File: src/rtl/core/flptw_pkg.sv
// ----------------------------------------------------------------------------
// flptw_pkg
// Shared types and constants for the four-level page table walker.
// ----------------------------------------------------------------------------
package flptw_pkg;

    // operation codes on the request channel
    localparam logic OP_TRANSLATE = 1'b0;
    localparam logic OP_ANSWER    = 1'b1;

    // result kinds
    localparam logic KIND_READ = 1'b0;
    localparam logic KIND_DONE = 1'b1;

    // walk levels: idle, then waiting for the entry of level one to four
    localparam int   LEVEL_W    = 3;
    localparam logic [LEVEL_W-1:0] LVL_IDLE = 3'd0;
    localparam logic [LEVEL_W-1:0] LVL_PML4 = 3'd1;
    localparam logic [LEVEL_W-1:0] LVL_PDPT = 3'd2;
    localparam logic [LEVEL_W-1:0] LVL_PD   = 3'd3;
    localparam logic [LEVEL_W-1:0] LVL_PT   = 3'd4;

    // entry bit positions
    localparam int PRESENT_POS = 0;
    localparam int LARGE_POS   = 7;

    // table base ignores its low four bits
    localparam logic [63:0] BASE_MASK = ~64'hf;

    // one input request
    typedef struct packed {
        logic        operation;
        logic [63:0] table_base;
        logic [47:0] virtual_address;
        logic [63:0] entry_word;
    } t_in_item;

    // one result
    typedef struct packed {
        logic        kind;
        logic [63:0] read_address;
        logic [63:0] physical_address;
        logic        fault;
    } t_out_item;

    // handshake between input stage and walk stage
    typedef struct packed {
        logic valid;
        logic advance;
    } t_stage_ctl;

endpackage

File: src/rtl/core/flptw_in_stage.sv
// ----------------------------------------------------------------------------
// flptw_in_stage
// Input register: captures one request and holds it until the walk stage
// takes it.
// ----------------------------------------------------------------------------
module flptw_in_stage
    import flptw_pkg::*;
(
    input  logic       i_clk,
    input  logic       i_rst_n,
    input  logic       i_valid,
    output logic       o_stall,
    input  t_in_item   i_item,
    input  logic       i_advance,
    output logic       o_stage_valid,
    output t_in_item   o_stage_item
);

    logic     r_valid;
    logic     n_valid;
    t_in_item r_item;
    logic     w_ready;
    logic     w_accept;

    // free when empty or when the held request moves on this cycle
    assign w_ready  = !r_valid || i_advance;
    assign w_accept = i_valid && w_ready;
    assign o_stall  = !w_ready;

    // valid flag next state
    always_comb begin
        n_valid = r_valid;
        if (w_accept) begin
            n_valid = 1'b1;
        end else if (i_advance) begin
            n_valid = 1'b0;
        end
    end

    // control register
    always_ff @(posedge i_clk) begin
        if (!i_rst_n) begin
            r_valid <= 1'b0;
        end else begin
            r_valid <= n_valid;
        end
    end

    // payload register
    always_ff @(posedge i_clk) begin
        if (w_accept) begin
            r_item <= i_item;
        end
    end

    assign o_stage_valid = r_valid;
    assign o_stage_item  = r_item;

endmodule

File: src/rtl/core/flptw_walk_stage.sv
// ----------------------------------------------------------------------------
// flptw_walk_stage
// Walk state, single-pass entry decode and the result register.
// ----------------------------------------------------------------------------
module flptw_walk_stage
    import flptw_pkg::*;
(
    input  logic       i_clk,
    input  logic       i_rst_n,
    input  t_stage_ctl i_ctl,
    input  t_in_item   i_item,
    output logic       o_can_advance,
    output logic       o_valid,
    input  logic       i_stall,
    output t_out_item  o_item
);

    logic [LEVEL_W-1:0] r_level;
    logic [LEVEL_W-1:0] n_level;
    logic [47:0]        r_held;
    logic [47:0]        n_held;
    logic               r_out_valid;
    logic               n_out_valid;
    t_out_item          r_out;
    t_out_item          w_res;
    logic               w_emit;

    logic [63:0] w_entry;
    logic [63:0] w_frame;
    logic [63:0] w_gib_frame;
    logic        w_present;
    logic        w_large;

    // stage moves when the result register is free or drained this cycle
    assign o_can_advance = !r_out_valid || !i_stall;

    // entry field extraction
    assign w_entry     = i_item.entry_word;
    assign w_frame     = {28'd0, w_entry[35:12], 12'd0};
    assign w_gib_frame = {12'd0, w_entry[51:30], 30'd0};
    assign w_present   = w_entry[PRESENT_POS];
    assign w_large     = w_entry[LARGE_POS];

    // one step of the walk
    always_comb begin
        n_level = r_level;
        n_held  = r_held;
        w_emit  = 1'b0;
        w_res   = '0;
        if (i_ctl.advance) begin
            if (i_item.operation == OP_TRANSLATE) begin
                n_held             = i_item.virtual_address;
                n_level            = LVL_PML4;
                w_emit             = 1'b1;
                w_res.kind         = KIND_READ;
                w_res.read_address = (i_item.table_base & BASE_MASK)
                                   + {52'd0, i_item.virtual_address[47:39], 3'd0};
            end else begin
                case (r_level)
                    LVL_PML4: begin
                        w_emit = 1'b1;
                        if (!w_present) begin
                            n_level    = LVL_IDLE;
                            w_res.kind = KIND_DONE;
                            w_res.fault = 1'b1;
                        end else begin
                            n_level            = LVL_PDPT;
                            w_res.kind         = KIND_READ;
                            w_res.read_address = w_frame + {52'd0, r_held[38:30], 3'd0};
                        end
                    end
                    LVL_PDPT: begin
                        w_emit = 1'b1;
                        if (!w_present) begin
                            n_level     = LVL_IDLE;
                            w_res.kind  = KIND_DONE;
                            w_res.fault = 1'b1;
                        end else if (w_large) begin
                            n_level                = LVL_IDLE;
                            w_res.kind             = KIND_DONE;
                            w_res.physical_address = w_gib_frame + {34'd0, r_held[29:0]};
                        end else begin
                            n_level            = LVL_PD;
                            w_res.kind         = KIND_READ;
                            w_res.read_address = w_frame + {52'd0, r_held[29:21], 3'd0};
                        end
                    end
                    LVL_PD: begin
                        w_emit = 1'b1;
                        if (!w_present) begin
                            n_level     = LVL_IDLE;
                            w_res.kind  = KIND_DONE;
                            w_res.fault = 1'b1;
                        end else if (w_large) begin
                            n_level                = LVL_IDLE;
                            w_res.kind             = KIND_DONE;
                            w_res.physical_address = w_frame + {43'd0, r_held[20:0]};
                        end else begin
                            n_level            = LVL_PT;
                            w_res.kind         = KIND_READ;
                            w_res.read_address = w_frame + {52'd0, r_held[20:12], 3'd0};
                        end
                    end
                    LVL_PT: begin
                        // last level: no present check, zero frame faults
                        w_emit     = 1'b1;
                        n_level    = LVL_IDLE;
                        w_res.kind = KIND_DONE;
                        if (w_frame == 64'd0) begin
                            w_res.fault = 1'b1;
                        end else begin
                            w_res.physical_address = w_frame + {52'd0, r_held[11:0]};
                        end
                    end
                    default: begin
                        // idle or unused level: answer dropped
                        n_level = LVL_IDLE;
                    end
                endcase
            end
        end
    end

    // result valid next state
    always_comb begin
        if (i_ctl.advance) begin
            n_out_valid = w_emit;
        end else begin
            n_out_valid = r_out_valid && i_stall;
        end
    end

    // control and walk state
    always_ff @(posedge i_clk) begin
        if (!i_rst_n) begin
            r_level     <= LVL_IDLE;
            r_held      <= '0;
            r_out_valid <= 1'b0;
        end else begin
            r_level     <= n_level;
            r_held      <= n_held;
            r_out_valid <= n_out_valid;
        end
    end

    // result payload
    always_ff @(posedge i_clk) begin
        if (i_ctl.valid && i_ctl.advance && w_emit) begin
            r_out <= w_res;
        end
    end

    assign o_valid = r_out_valid;
    assign o_item  = r_out;

endmodule

File: src/rtl/core/four_level_page_table_walker.sv
// ----------------------------------------------------------------------------
// four_level_page_table_walker
// Four-level walker for 48-bit virtual addresses.
// ----------------------------------------------------------------------------
// Usage:
//   Request channel (i_valid / o_stall / i_item): operation 0 starts a walk
//   with a table base and virtual address, operation 1 returns the entry for
//   the last read. A new translate request drops any walk in progress.
//   Result channel (o_valid / i_stall / o_item): kind 0 asks for an entry
//   read at read_address, kind 1 ends the walk with physical_address and
//   fault. Each request gives at most one result; an answer while idle
//   gives none.
//   A request passes the input register, then the result register, and the
//   walk decode lies between them. Throughput: one request per cycle
//   unless the result stalls; the decode is a single pass of masks, one
//   64-bit add and a few compares.
//   Reset (i_rst_n low, synchronous) empties both registers and returns the
//   walker to idle. While the receiver stalls, the result holds; one more
//   request is still taken into the input register, then o_stall rises.
// ----------------------------------------------------------------------------
module four_level_page_table_walker
    import flptw_pkg::*;
(
    input  logic      i_clk,
    input  logic      i_rst_n,
    input  logic      i_valid,
    output logic      o_stall,
    input  t_in_item  i_item,
    output logic      o_valid,
    input  logic      i_stall,
    output t_out_item o_item
);

    logic       w_stage_valid;
    t_in_item   w_stage_item;
    logic       w_can_advance;
    t_stage_ctl w_ctl;

    // held request moves into the walk stage when the result side allows
    assign w_ctl.valid   = w_stage_valid;
    assign w_ctl.advance = w_stage_valid && w_can_advance;

    flptw_in_stage u_in_stage (
        .i_clk         (i_clk),
        .i_rst_n       (i_rst_n),
        .i_valid       (i_valid),
        .o_stall       (o_stall),
        .i_item        (i_item),
        .i_advance     (w_ctl.advance),
        .o_stage_valid (w_stage_valid),
        .o_stage_item  (w_stage_item)
    );

    flptw_walk_stage u_walk_stage (
        .i_clk         (i_clk),
        .i_rst_n       (i_rst_n),
        .i_ctl         (w_ctl),
        .i_item        (w_stage_item),
        .o_can_advance (w_can_advance),
        .o_valid       (o_valid),
        .i_stall       (i_stall),
        .o_item        (o_item)
    );

endmodule
File: config.mk
export PLATFORM = sky130hd
export DESIGN_NAME = four_level_page_table_walker
export DESIGN_NICKNAME = d
export VERILOG_FILES = /design/src/rtl/core/flptw_pkg.sv /design/src/rtl/core/flptw_in_stage.sv /design/src/rtl/core/flptw_walk_stage.sv /design/src/rtl/core/four_level_page_table_walker.sv
export SDC_FILE = /design/constraint.sdc
export NUM_CORES = 1
export LEC_CHECK = 0
export ABC_AREA = 1
export BUFFER_PORTS_ARGS = -buffer_cell sky130_fd_sc_hd__buf_2
export CORE_MARGIN = 8
export CORE_UTILIZATION = 59
export CTS_CLUSTER_DIAMETER = 200
export DETAILED_ROUTE_END_ITERATION = 16
export GPL_TIMING_DRIVEN = 0
export PLACE_DENSITY_LB_ADDON = 0.15
export SLEW_MARGIN = 30
export SYNTH_ARGS = -nofsm -noshare
export SYNTH_HDL_FRONTEND = slang
export SYNTH_SLANG_ARGS = --single-unit
File: constraint.sdc
create_clock -name i_clk -period 8.2 [get_ports i_clk]
set_clock_uncertainty 0.2 [all_clocks]
set_input_delay 1.23 -clock i_clk [delete_from_list [all_inputs] [get_ports i_clk]]
set_output_delay 1.23 -clock i_clk [all_outputs]
set_load 0.005 [all_outputs]
Word-level counts from Yosys, hierarchy flattened

Index checks and enable logic that the tools add are counted.

Div/mod/pow operators: 0
Order comparisons: 0
Multiply operators: 0
Reduce and logical (&&, ||, !) cells: 18
Muxes and demuxes: 30
Equality and inequality tests: 4
Shifts and indexed selects: 0
Bitwise operators: 1
$add $sub $neg: 7

Operator list:

| kind                 | number |
|---|---|
| $pmux W64 S3         | 2 |
| $mux W128            | 2 |
| $add A36 B12 Y37     | 4 |
| $mux W37             | 4 |
| $mux W64             | 2 |
| $add A64 B12 Y64     | 1 |
| $logic_not A64 Y1    | 1 |
| $add A52 B30 Y53     | 1 |
| $mux W53             | 1 |
| $add A36 B21 Y37     | 1 |
| $mux W1              | 10 |
| $mux W3              | 3 |
| $pmux W3 S3          | 1 |
| $eq A3 B2 Y1 const B | 2 |
| $mux W2              | 3 |
| $logic_and A1 B1 Y1  | 5 |
| $logic_not A1 Y1     | 4 |
| $reduce_and A2 Y1    | 2 |
| $reduce_or A4 Y1     | 1 |
| $eq A3 B1 Y1 const B | 1 |
| $eq A3 B3 Y1 const B | 1 |
| $pmux W1 S3          | 1 |
| $reduce_or A3 Y1     | 1 |
| $logic_or A1 B1 Y1   | 2 |
| 4 further kinds      | 4 |

Bits in latches: 0
Register bits: 339
Word-level logic and storage cells: 72
Memories: 0
ROM bits: 0
RAM bits: 0
Output and inout port bits: 132

Depth between registers and ports, before layout

Gate-level depths: netlist of the first run.

Depth in word-level cells: 6
Gate-level depth with buffers: 14
Mapped depth without buffers: 14

Modules after synthesis

Synthesis of the first run repeated with hierarchy kept, for this count alone.

Cells, all modules: 1574
Area, all modules: 15513.6 µm²

By module, submodules not included:

| module                       | times used | area each (µm²) | cells an instance |
|---|---|---|---|
| flptw_walk_stage             | 1          | 10141.0         | 1387 |
| flptw_in_stage               | 1          | 5365.1          | 185 |
| four_level_page_table_walker | 1          | 7.5             | 2 |

Least setup slack after synthesis of the first run

OpenSTA, ideal clock, no wires.

Path kind: input -> register
From: input i_stall
To: register u_walk_stage.r_out (netlist bit u_walk_stage.o_item[0]) (enable)
Stages: 7
Buffers on the path: 2
Slack: 2990 ps
Arrival: 4532 ps
Cells stage by stage: nand2_1 > nand2_2 > nor2_2 > inv_2 > buf_2 > clkbuf_1 > nand2_1

Cells in the longest elaborated chain, start to end: 5

RTL lines:

| element                                               | RTL line                                        | text |
|---|---|---|
| start: declaration                                    | four_level_page_table_walker.sv:30              | `input logic i_stall,` |
| $logic_not A1 Y1 *                                    | flptw_walk_stage.sv:35                          | `assign o_can_advance = !r_out_valid \|\| !i_stall;` |
| $logic_or A1 B1 Y1 *                                  | flptw_walk_stage.sv:35                          |  |
| $logic_and A1 B1 Y1 *                                 | four_level_page_table_walker.sv:41              | `assign w_ctl.advance = w_stage_valid && w_can_advance;` |
| $mux W1 / $logic_and A1 B1 Y1 (equally long branches) | flptw_walk_stage.sv:50, flptw_walk_stage.sv:148 |  |
| $logic_and A1 B1 Y1 *                                 | flptw_walk_stage.sv:148                         | `if (i_ctl.valid && i_ctl.advance && w_emit) begin` |
| end signal: assignment                                | flptw_walk_stage.sv:149                         | `r_out <= w_res;` |
| end: declaration                                      | flptw_walk_stage.sv:24                          | `t_out_item r_out;` |

Every way passes the cells marked *; elsewhere a longest branch is shown, timed or not.
A chain may end at the register's enable or synchronous reset.

Worst setup path in the final report of the first run

From: input i_stall
To: register u_walk_stage.r_out (netlist bit u_walk_stage.o_item[17]) (enable)

Same word-level chain as after synthesis.

==> impl_results.md, run 1 <==
* Worst IR drop on VDD at between 0.15 and 0.2 mV
* Layout cells sized above 1 at 22.3%
* Post-Syn Instances at 1564
* Status: finished clean
* Largest net degree at the start of global routing at 103
* Post-synthesis cell type count at 48
* Internal Power at 2.73 mW
* Slowest-stage cell, CP: nand2_4
* Average size of a mapped cell at 9.49 um^2
* Pleak at 7.32 nW
* GRT Util Overall at 31.3%
* Setup crit start kind: input pin
* Ys Warns at 0
* Max Slew Vio Count at 0
* Reg-to-Reg Start: u_walk_stage.o_valid$_SDFF_PN0_
* Crit Path Class: in -> reg
* # H-tree levels at 1
* Register area share after synthesis at 59.8%
* Setup-failing EPs final at 0
* Hold Crit Class: reg -> reg
* Fill cell count at 1868
* First-pass GRT wire length at 73300 um
* WP data required at between 8 and 9 ns
* Hold Startpoint: u_walk_stage.r_held[31]$_SDFFE_PN0P_
* # rows at 58
* # DRC at 0
* Tmin final at 3.52 ns
* Actual slew at the worst max-slew pin at 0.810 ns
* Pwr dens at 201 nW/um^2
* Hold_ws at 0.251 ns
* Worst stage delay on the critical path at 0.45 ns
* Worst-path cell chain: buf_2 -> nand2_1 -> nand2_2 -> nor2_2 -> inv_2 -> buf_2 -> clkbuf_1 -> nand2_4 -> buf_12
* Port-buffer cells at around 270
* Area growth syn-to-layout at 19.8%
* Reg2reg end: u_walk_stage.o_item[75]$_SDFFCE_PN0P_
* RSZ-0062 raised after global routing: false
* Via count at 12900
* TNS Setup at 0 ns
* Clock power frac at 39.5%
* Clock Latency Late Sink at around 0.57 ns
* Net Sw Frac at 23.6%
* Share of Yosys cell area claimed by the top area cell type at between 50% and 60%
* Worst slack, placed at ~4.2 ns
* Switching pwr at 844 uW
* Post-synth top area cell: edfxtp_1
* Worst Hold Path Cells at 2
* DPL Wire Length at between 30000 and 40000 um
* Antenna Nets Post-Route at 0
* Netlist Area Pre-Place at 14800 um^2
* Maximum achievable frequency at 0.284 GHz
* R2R depth at 8
* Post-synth EDFFs at 266
* Clock Tree Root: clkbuf_16
* CP Capture Type: flip-flop
* CTS tree: yes
* Worst Hold Path EP: u_walk_stage.r_held[31]$_SDFFE_PN0P_
* Die outline area at 30500 um^2
* I/O pin total at 313
* PnR worst setup slack at approximately 4.7 ns
* Worst Path Max Fanout at 44
* Iteration-0 DRC Markers at 1525
* WL per Instance at 22.0 um
* Initial Util at 59.4%
* Die Ht at between 150 and 200 um
* Initial antenna violation count at 2
* Power share of the combinational group at 8.7%
* #FFs+latches synth at 310
* R2r setup slk at between 5 and 6 ns
* Total power at 3.58 mW
* Most common flop cell mapped by yosys: edfxtp_1
* GPL Wtd Cong at between 0.9 and 1
* PostCTS Resize Cnt at 0
* Max Cap Violations at 0
* Crit path top cell by count: buf_2
* Area contributors post-synth: edfxtp_1, nand2_1, dfxtp_1, inv_1, nand3_1
* Via density per instance at 5.78
* Die X at approximately 170 um
* Vias in the first global route at roughly 13000
* Clock slew at reported path FFs at about 0.060 ns
* CTS Buffer Depth at 3
* Relative slew slack at approximately 45%
* Post-synth ARST share at 0%
* Drt total wl at 49200 um
* Drt pass-1 iters at 6
* Floorplan core area at 25000 um^2
* CTS sink cnt at 310
* Post-CTS Setup Inserts at 0
* Final nets at 2085
* Tcrit/Tclk final at a little over two fifths
* Post-CTS Hold Fix Bufs at 0
* CP arrival at 3.56 ns
* Reg power frac at ~52%
* Grt ovf at 0
* TritonCTS buffer count at 31
* Final Hold Fails at 0
-- logic make-up (layout without fill, tap and decap cells) --
logic type / Yosys count / count (layout) / synth area share, %
adders and majority gates: 19 / 19 / 1.70
other: 1 / 16 / 0.0253
buffers and inverters: 263 / 594 / 7.21
xor gates and xnor gates: 7 / 7 / 0.413
AOI/OAI and AO/OA: 235 / 235 / 8.70
and+or+nand+nor: 729 / 729 / 22.2
DFF: 310 / 310 / 59.8
-- power groups by stage --
stage	Combinational [mW]	Clock (mW)	Sequential (mW)
detailed placement	0.301	0	1.88
global route	0.338	1.47	1.86
finish	0.310	1.41	1.85
floorplan	0.166	0	1.87
CTS	0.305	1.42	1.85
global placement	0.284	0	1.89
-- worst max-delay path by stage --
stage	start	to	slack, ns	depth (start not counted)
floorplan	i_stall	u_walk_stage.o_item[0]$_SDFFCE_PN0P_	2.99	7
global placement	i_stall	u_walk_stage.o_item[36]$_SDFFCE_PN0P_	1.06	8
detailed placement	i_stall	u_walk_stage.o_item[7]$_SDFFCE_PN0P_	4.16	9
CTS	i_stall	u_walk_stage.o_item[73]$_SDFFCE_PN0P_	4.73	9
global route	i_stall	u_walk_stage.o_item[9]$_SDFFCE_PN0P_	4.58	9
finish	i_stall	u_walk_stage.o_item[17]$_SDFFCE_PN0P_	4.68	9
-- layout by cell type, fill, tap and decap left out, types with 17 or more instances in the layout --
master     count
a21oi_1      110
buf_2        283
buf_4         18
clkbuf_1      27
clkbuf_16     33
dfxtp_1       44
edfxtp_1     266
ha_1          17
inv_1        192
inv_2         22
nand2_1      348
nand3_1      114
nand4_1       23
nor2_1       133
nor3_1        39
o21ai_0       73
-- stage by stage --
step                cells  util (%)  instance area, um^2
floorplan            1578         -                14900
global placement     2179      66.7                16700
detailed placement   2182      67.1                16700
CTS                  2239      71.2                17800
global route         2240      71.2                17800
finish               2240      71.2                17800
-- routing by layer --
metal  global-route usage [%]  share of wire [%]  routed length [um]  up-vias
li1                         -                  -                   -     5929
met1                     37.4                 37               18100     6077
met2                     53.9                 49               24400      779
met3                     5.42                8.4                4140      160
met4                     15.9                5.4                2640        2
met5                        0              0.018                   9        -
-- registers in the layout (all words and copies together), names as in the netlist --
register / cells
u_walk_stage.o_valid: 1
u_walk_stage.o_item: 115
u_in_stage.o_stage_valid: 1
u_walk_stage.r_level: 3
u_in_stage.o_stage_item: 151
u_walk_stage.r_held: 39
-- worst max-delay path: cells and delay by family --
| kind | cells | cell delay, ns |
|---|---|---|
| buffers and inverters | 5 | 1.21 |
| and+or+nand+nor | 4 | 1.06 |
-- layout make-up --
class	count	area (um^2)	share of cell area (%)
buffer	48	263	1.48
multi-input combinational	1005	4960	27.9
tap	330	413	2.32
antenna	1	2.50	0.0141
timing repair buffer	274	1430	8.06
clock buffer	48	922	5.19
inverter	215	815	4.58
clock inverter	9	95.1	0.535
sequential	310	8870	49.9
-- cell usage after synthesis (all sizes together), types with 5 or more instances --
cell type and instances:
a21oi 112, a22oi 14, buf 32, clkbuf 16, dfxtp 44, edfxtp 266
ha 17, inv 215, nand2 362, nand3 119, nand3b 11, nand4 23
nor2 153, nor3 46, o21ai 78, o221ai 5, o22ai 16, or2 10
xnor2 5
Power figures use the tool's default switching activity.
==> run 2, diff against run 1 <==
--- a/config.mk
+++ b/config.mk
@@ -5,10 +5,10 @@
 export SDC_FILE = /design/constraint.sdc
 export NUM_CORES = 1
 export LEC_CHECK = 0
-export ABC_AREA = 1
+export ABC_AREA = 0
 export BUFFER_PORTS_ARGS = -buffer_cell sky130_fd_sc_hd__buf_2
 export CORE_MARGIN = 8
-export CORE_UTILIZATION = 59
+export CORE_UTILIZATION = 54
 export CTS_CLUSTER_DIAMETER = 200
 export DETAILED_ROUTE_END_ITERATION = 16
 export GPL_TIMING_DRIVEN = 0
==> constraint.sdc (replaced) <==
create_clock -name i_clk -period 3.3 [get_ports i_clk]
set_clock_uncertainty 0.2 [all_clocks]
set_input_delay 0.495 -clock i_clk [delete_from_list [all_inputs] [get_ports i_clk]]
set_output_delay 0.495 -clock i_clk [all_outputs]
set_load 0.005 [all_outputs]
==> impl_results.md, run 2 <==
* Die X at 174 um
* Reg2reg end: u_walk_stage.o_item[123]$_SDFFCE_PN0P_
* CTS tree: yes
* GRT Util Overall at 24.6%
* Area after DPL at 15600 um^2
* Relative slew slack at 44.4%
* Antenna Nets Post-Route at 0
* # DRC at 0
* Post-synth ARST share at 0%
* Grt ovf at 0
* Post-synth top area cell: edfxtp_1
* Status: finished clean
* Layout cells sized above 1 at 24.4%
* Final nets at 1752
* Largest net degree at the start of global routing at 24
* Register area share after synthesis at 66.0%
* Worst IR drop on VDD at 0.537 mV
* Via count at 10500
* GPL Wtd Cong at 0.882
* RSZ-0062 raised after global routing: false
* I/O pin total at between 300 and 400
* Average size of a mapped cell at 12.6 um^2
* Actual slew at the worst max-slew pin at a little over 0.8 ns
* First-pass GRT wire length at slightly below 60000 um
* Total power at 9.01 mW
* Max Cap Violations at 0
* Reg-to-Reg Start: u_in_stage.o_stage_item[116]$_DFFE_PP_
* Iteration-0 DRC Markers at 892
* Ys Warns at 0
* Clock Tree Root: clkbuf_16
* WP data required at 3.46 ns
* TNS Setup at 0 ns
* CTS sink cnt at just over 300
* Tmin final at 3.15 ns
* Crit Path Class: reg -> reg
* R2R depth at 10
* Design area at 18300 um^2
* # H-tree levels at 2
* Post-synth EDFFs at 266
* CTS Buffer Depth at 3
* Clock Latency Late Sink at around 0.52 ns
* Initial antenna violation count at 1
* DPL Wire Length at 26500 um
* Drt pass-1 iters at 5
* Port-buffer cells at 271
* Hold_ws at 0.128 ns
* Hold Crit Class: in -> reg
* Clock slew at reported path FFs at 0.06 ns
* Area contributors post-synth: edfxtp_1, dfxtp_1, nand2_1, a21boi_0, o21ai_0
* #FFs+latches synth at 310
* CP arrival at approximately 3.3 ns
* Die outline area at 30200 um^2
* Netlist Area Pre-Place at 13400 um^2
* Dpl cells at approximately 1700
* R2r setup slk at around 0.15 ns
* Pwr dens at 493 nW/um^2
* Most frequent cells after synthesis: edfxtp_1, nand2_1, o21ai_0
* Post-synthesis cell type count at 68
* Most common cell in the netlist: edfxtp_1
* Maximum achievable frequency at 0.317 GHz
* Setup-failing EPs final at 0
* Floorplan core area at around 24000 um^2
* End point of the critical path: u_walk_stage.o_item[123]$_SDFFCE_PN0P_
* # rows at 57
* Max Slew Vio Count at 0
* Non-filler cells, final at 1903
* Via density per instance at between 5 and 6
* Pleak at 6.84 nW
* CP Capture Type: flip-flop
* Most frequent cells in the layout: buf_2, edfxtp_1, dlygate4sd3_1
* Final Hold Fails at 0
* Most common cell after layout, fill and taps aside: buf_2
* Area growth syn-to-layout at 36.0%
* Most common flop cell mapped by yosys: edfxtp_1
* WL per Instance at 20.1 um
* Setup crit start kind: flip-flop
* Crit path from: u_in_stage.o_stage_item[116]$_DFFE_PP_
* Max FFs per register at between 150 and 200
* Worst Path Max Fanout at 10
* Vias in the first global route at 10600
* Initial Util at 55.1%
* TritonCTS buffer count at 34
* Drt total wl at approximately 38000 um
* Share of Yosys cell area claimed by the top area cell type at about three fifths
* Post-Syn Instances at ~1100
* Tcrit/Tclk final at between 90 and 100%
* Die Ht at 174 um
==> run 2: cell count changes after synthesis, moves of 22 or more <==
cell | before | now
inv_2 | 22 | 0
nor3_1 | 39 | 16
nand3_1 | 114 | 22
nand2_1 | 349 | 147
xor2_1 | 2 | 29
clkbuf_1 | 16 | 44
inv_1 | 193 | 11
a21boi_0 | 1 | 41
nor2_1 | 133 | 52
and2_1 | 1 | 32
a21oi_1 | 110 | 35
==> run 2: how the worst min path moves through the flow <==
stage | startpoint | to | slack [ns] | cells after the start
after floorplan | u_walk_stage.r_held[0]$_SDFFE_PN0P_ | u_walk_stage.r_held[0]$_SDFFE_PN0P_ | 0.24 | 2
after global placement | u_walk_stage.r_held[2]$_SDFFE_PN0P_ | u_walk_stage.r_held[2]$_SDFFE_PN0P_ | 0.25 | 2
after detailed placement | u_walk_stage.r_held[5]$_SDFFE_PN0P_ | u_walk_stage.r_held[5]$_SDFFE_PN0P_ | 0.25 | 2
after CTS | i_stall | u_walk_stage.o_valid$_SDFF_PN0_ | 0.08 | 3
after global routing | i_rst_n | u_walk_stage.r_held[38]$_SDFFE_PN0P_ | 0.13 | 2
final | i_stall | u_walk_stage.o_valid$_SDFF_PN0_ | 0.13 | 3
==> run 2: layout make-up <==
| cell class | count | area (um^2) |
|---|---|---|
| buffer | 62 | 308 |
| multi-input combinational | 697 | 4340 |
| fill | 1612 | 6120 |
| tap | 324 | 405 |
| clock inverter | 16 | 134 |
| inverter | 11 | 41.3 |
| antenna | 1 | 2.50 |
| clock buffer | 46 | 947 |
| sequential | 310 | 8870 |
| timing repair buffer | 436 | 3220 |
==> run 2: cells by family after synthesis <==
family	share of synthesized area [%]
other	0.0279
flip-flops	66.0
AND/OR/NAND/NOR	14.1
AO/OA/AOI/OAI	11.0
adder cells (fa/ha/maj)	1.88
XOR/XNOR	3.39
multiplexers	0.969
buffers and inverters	2.54
==> run 2: worst max-delay path, stage by stage, from the launching register on <==
cell and delay [ns]:
edfxtp_1 0.33, ha_1 0.18, inv_1 0.06, fa_1 0.39, nand2b_1 0.22, a21oi_4 0.20, o31ai_4 0.17, or4b_4 0.63
buf_6 0.17, or3_1 0.30, a21oi_1 0.16
==> run 2: metal layers <==
layer	up-vias	global-route usage (%)	part of all wire (%)
li1	4933	-	-
met1	4989	30.8	40
met2	533	41.1	49
met3	81	5.71	8.4
met4	0	9.01	2.9
met5	-	0	0
==> run 2: where the power goes <==
part,leakage [nW],internal (mW),total [mW],switching [mW]
combinational,3.38,0.394,0.781,0.386
sequential,2.92,4.44,4.56,0.117
clock,0.536,2.12,3.67,1.55
total,6.84,6.96,9.01,2.05
==> run 2: stage by stage <==
stage	worst slack, ns	util [%]
after global routing	0.00900	74.9
after floorplan	-0.229	-
final	0.145	74.9
after CTS	0.000741	74.8
after detailed placement	-0.121	64.1
after global placement	-1.26	62.7
==> run 2: repair_timing <==
action                     4_1_cts  5_1_grt
setup buffers                    0        0
gates resized for setup          1       10
hold endpoints to repair       152        0
pin swaps                        0        0
setup endpoints to repair       10       38
hold buffers                   152        0
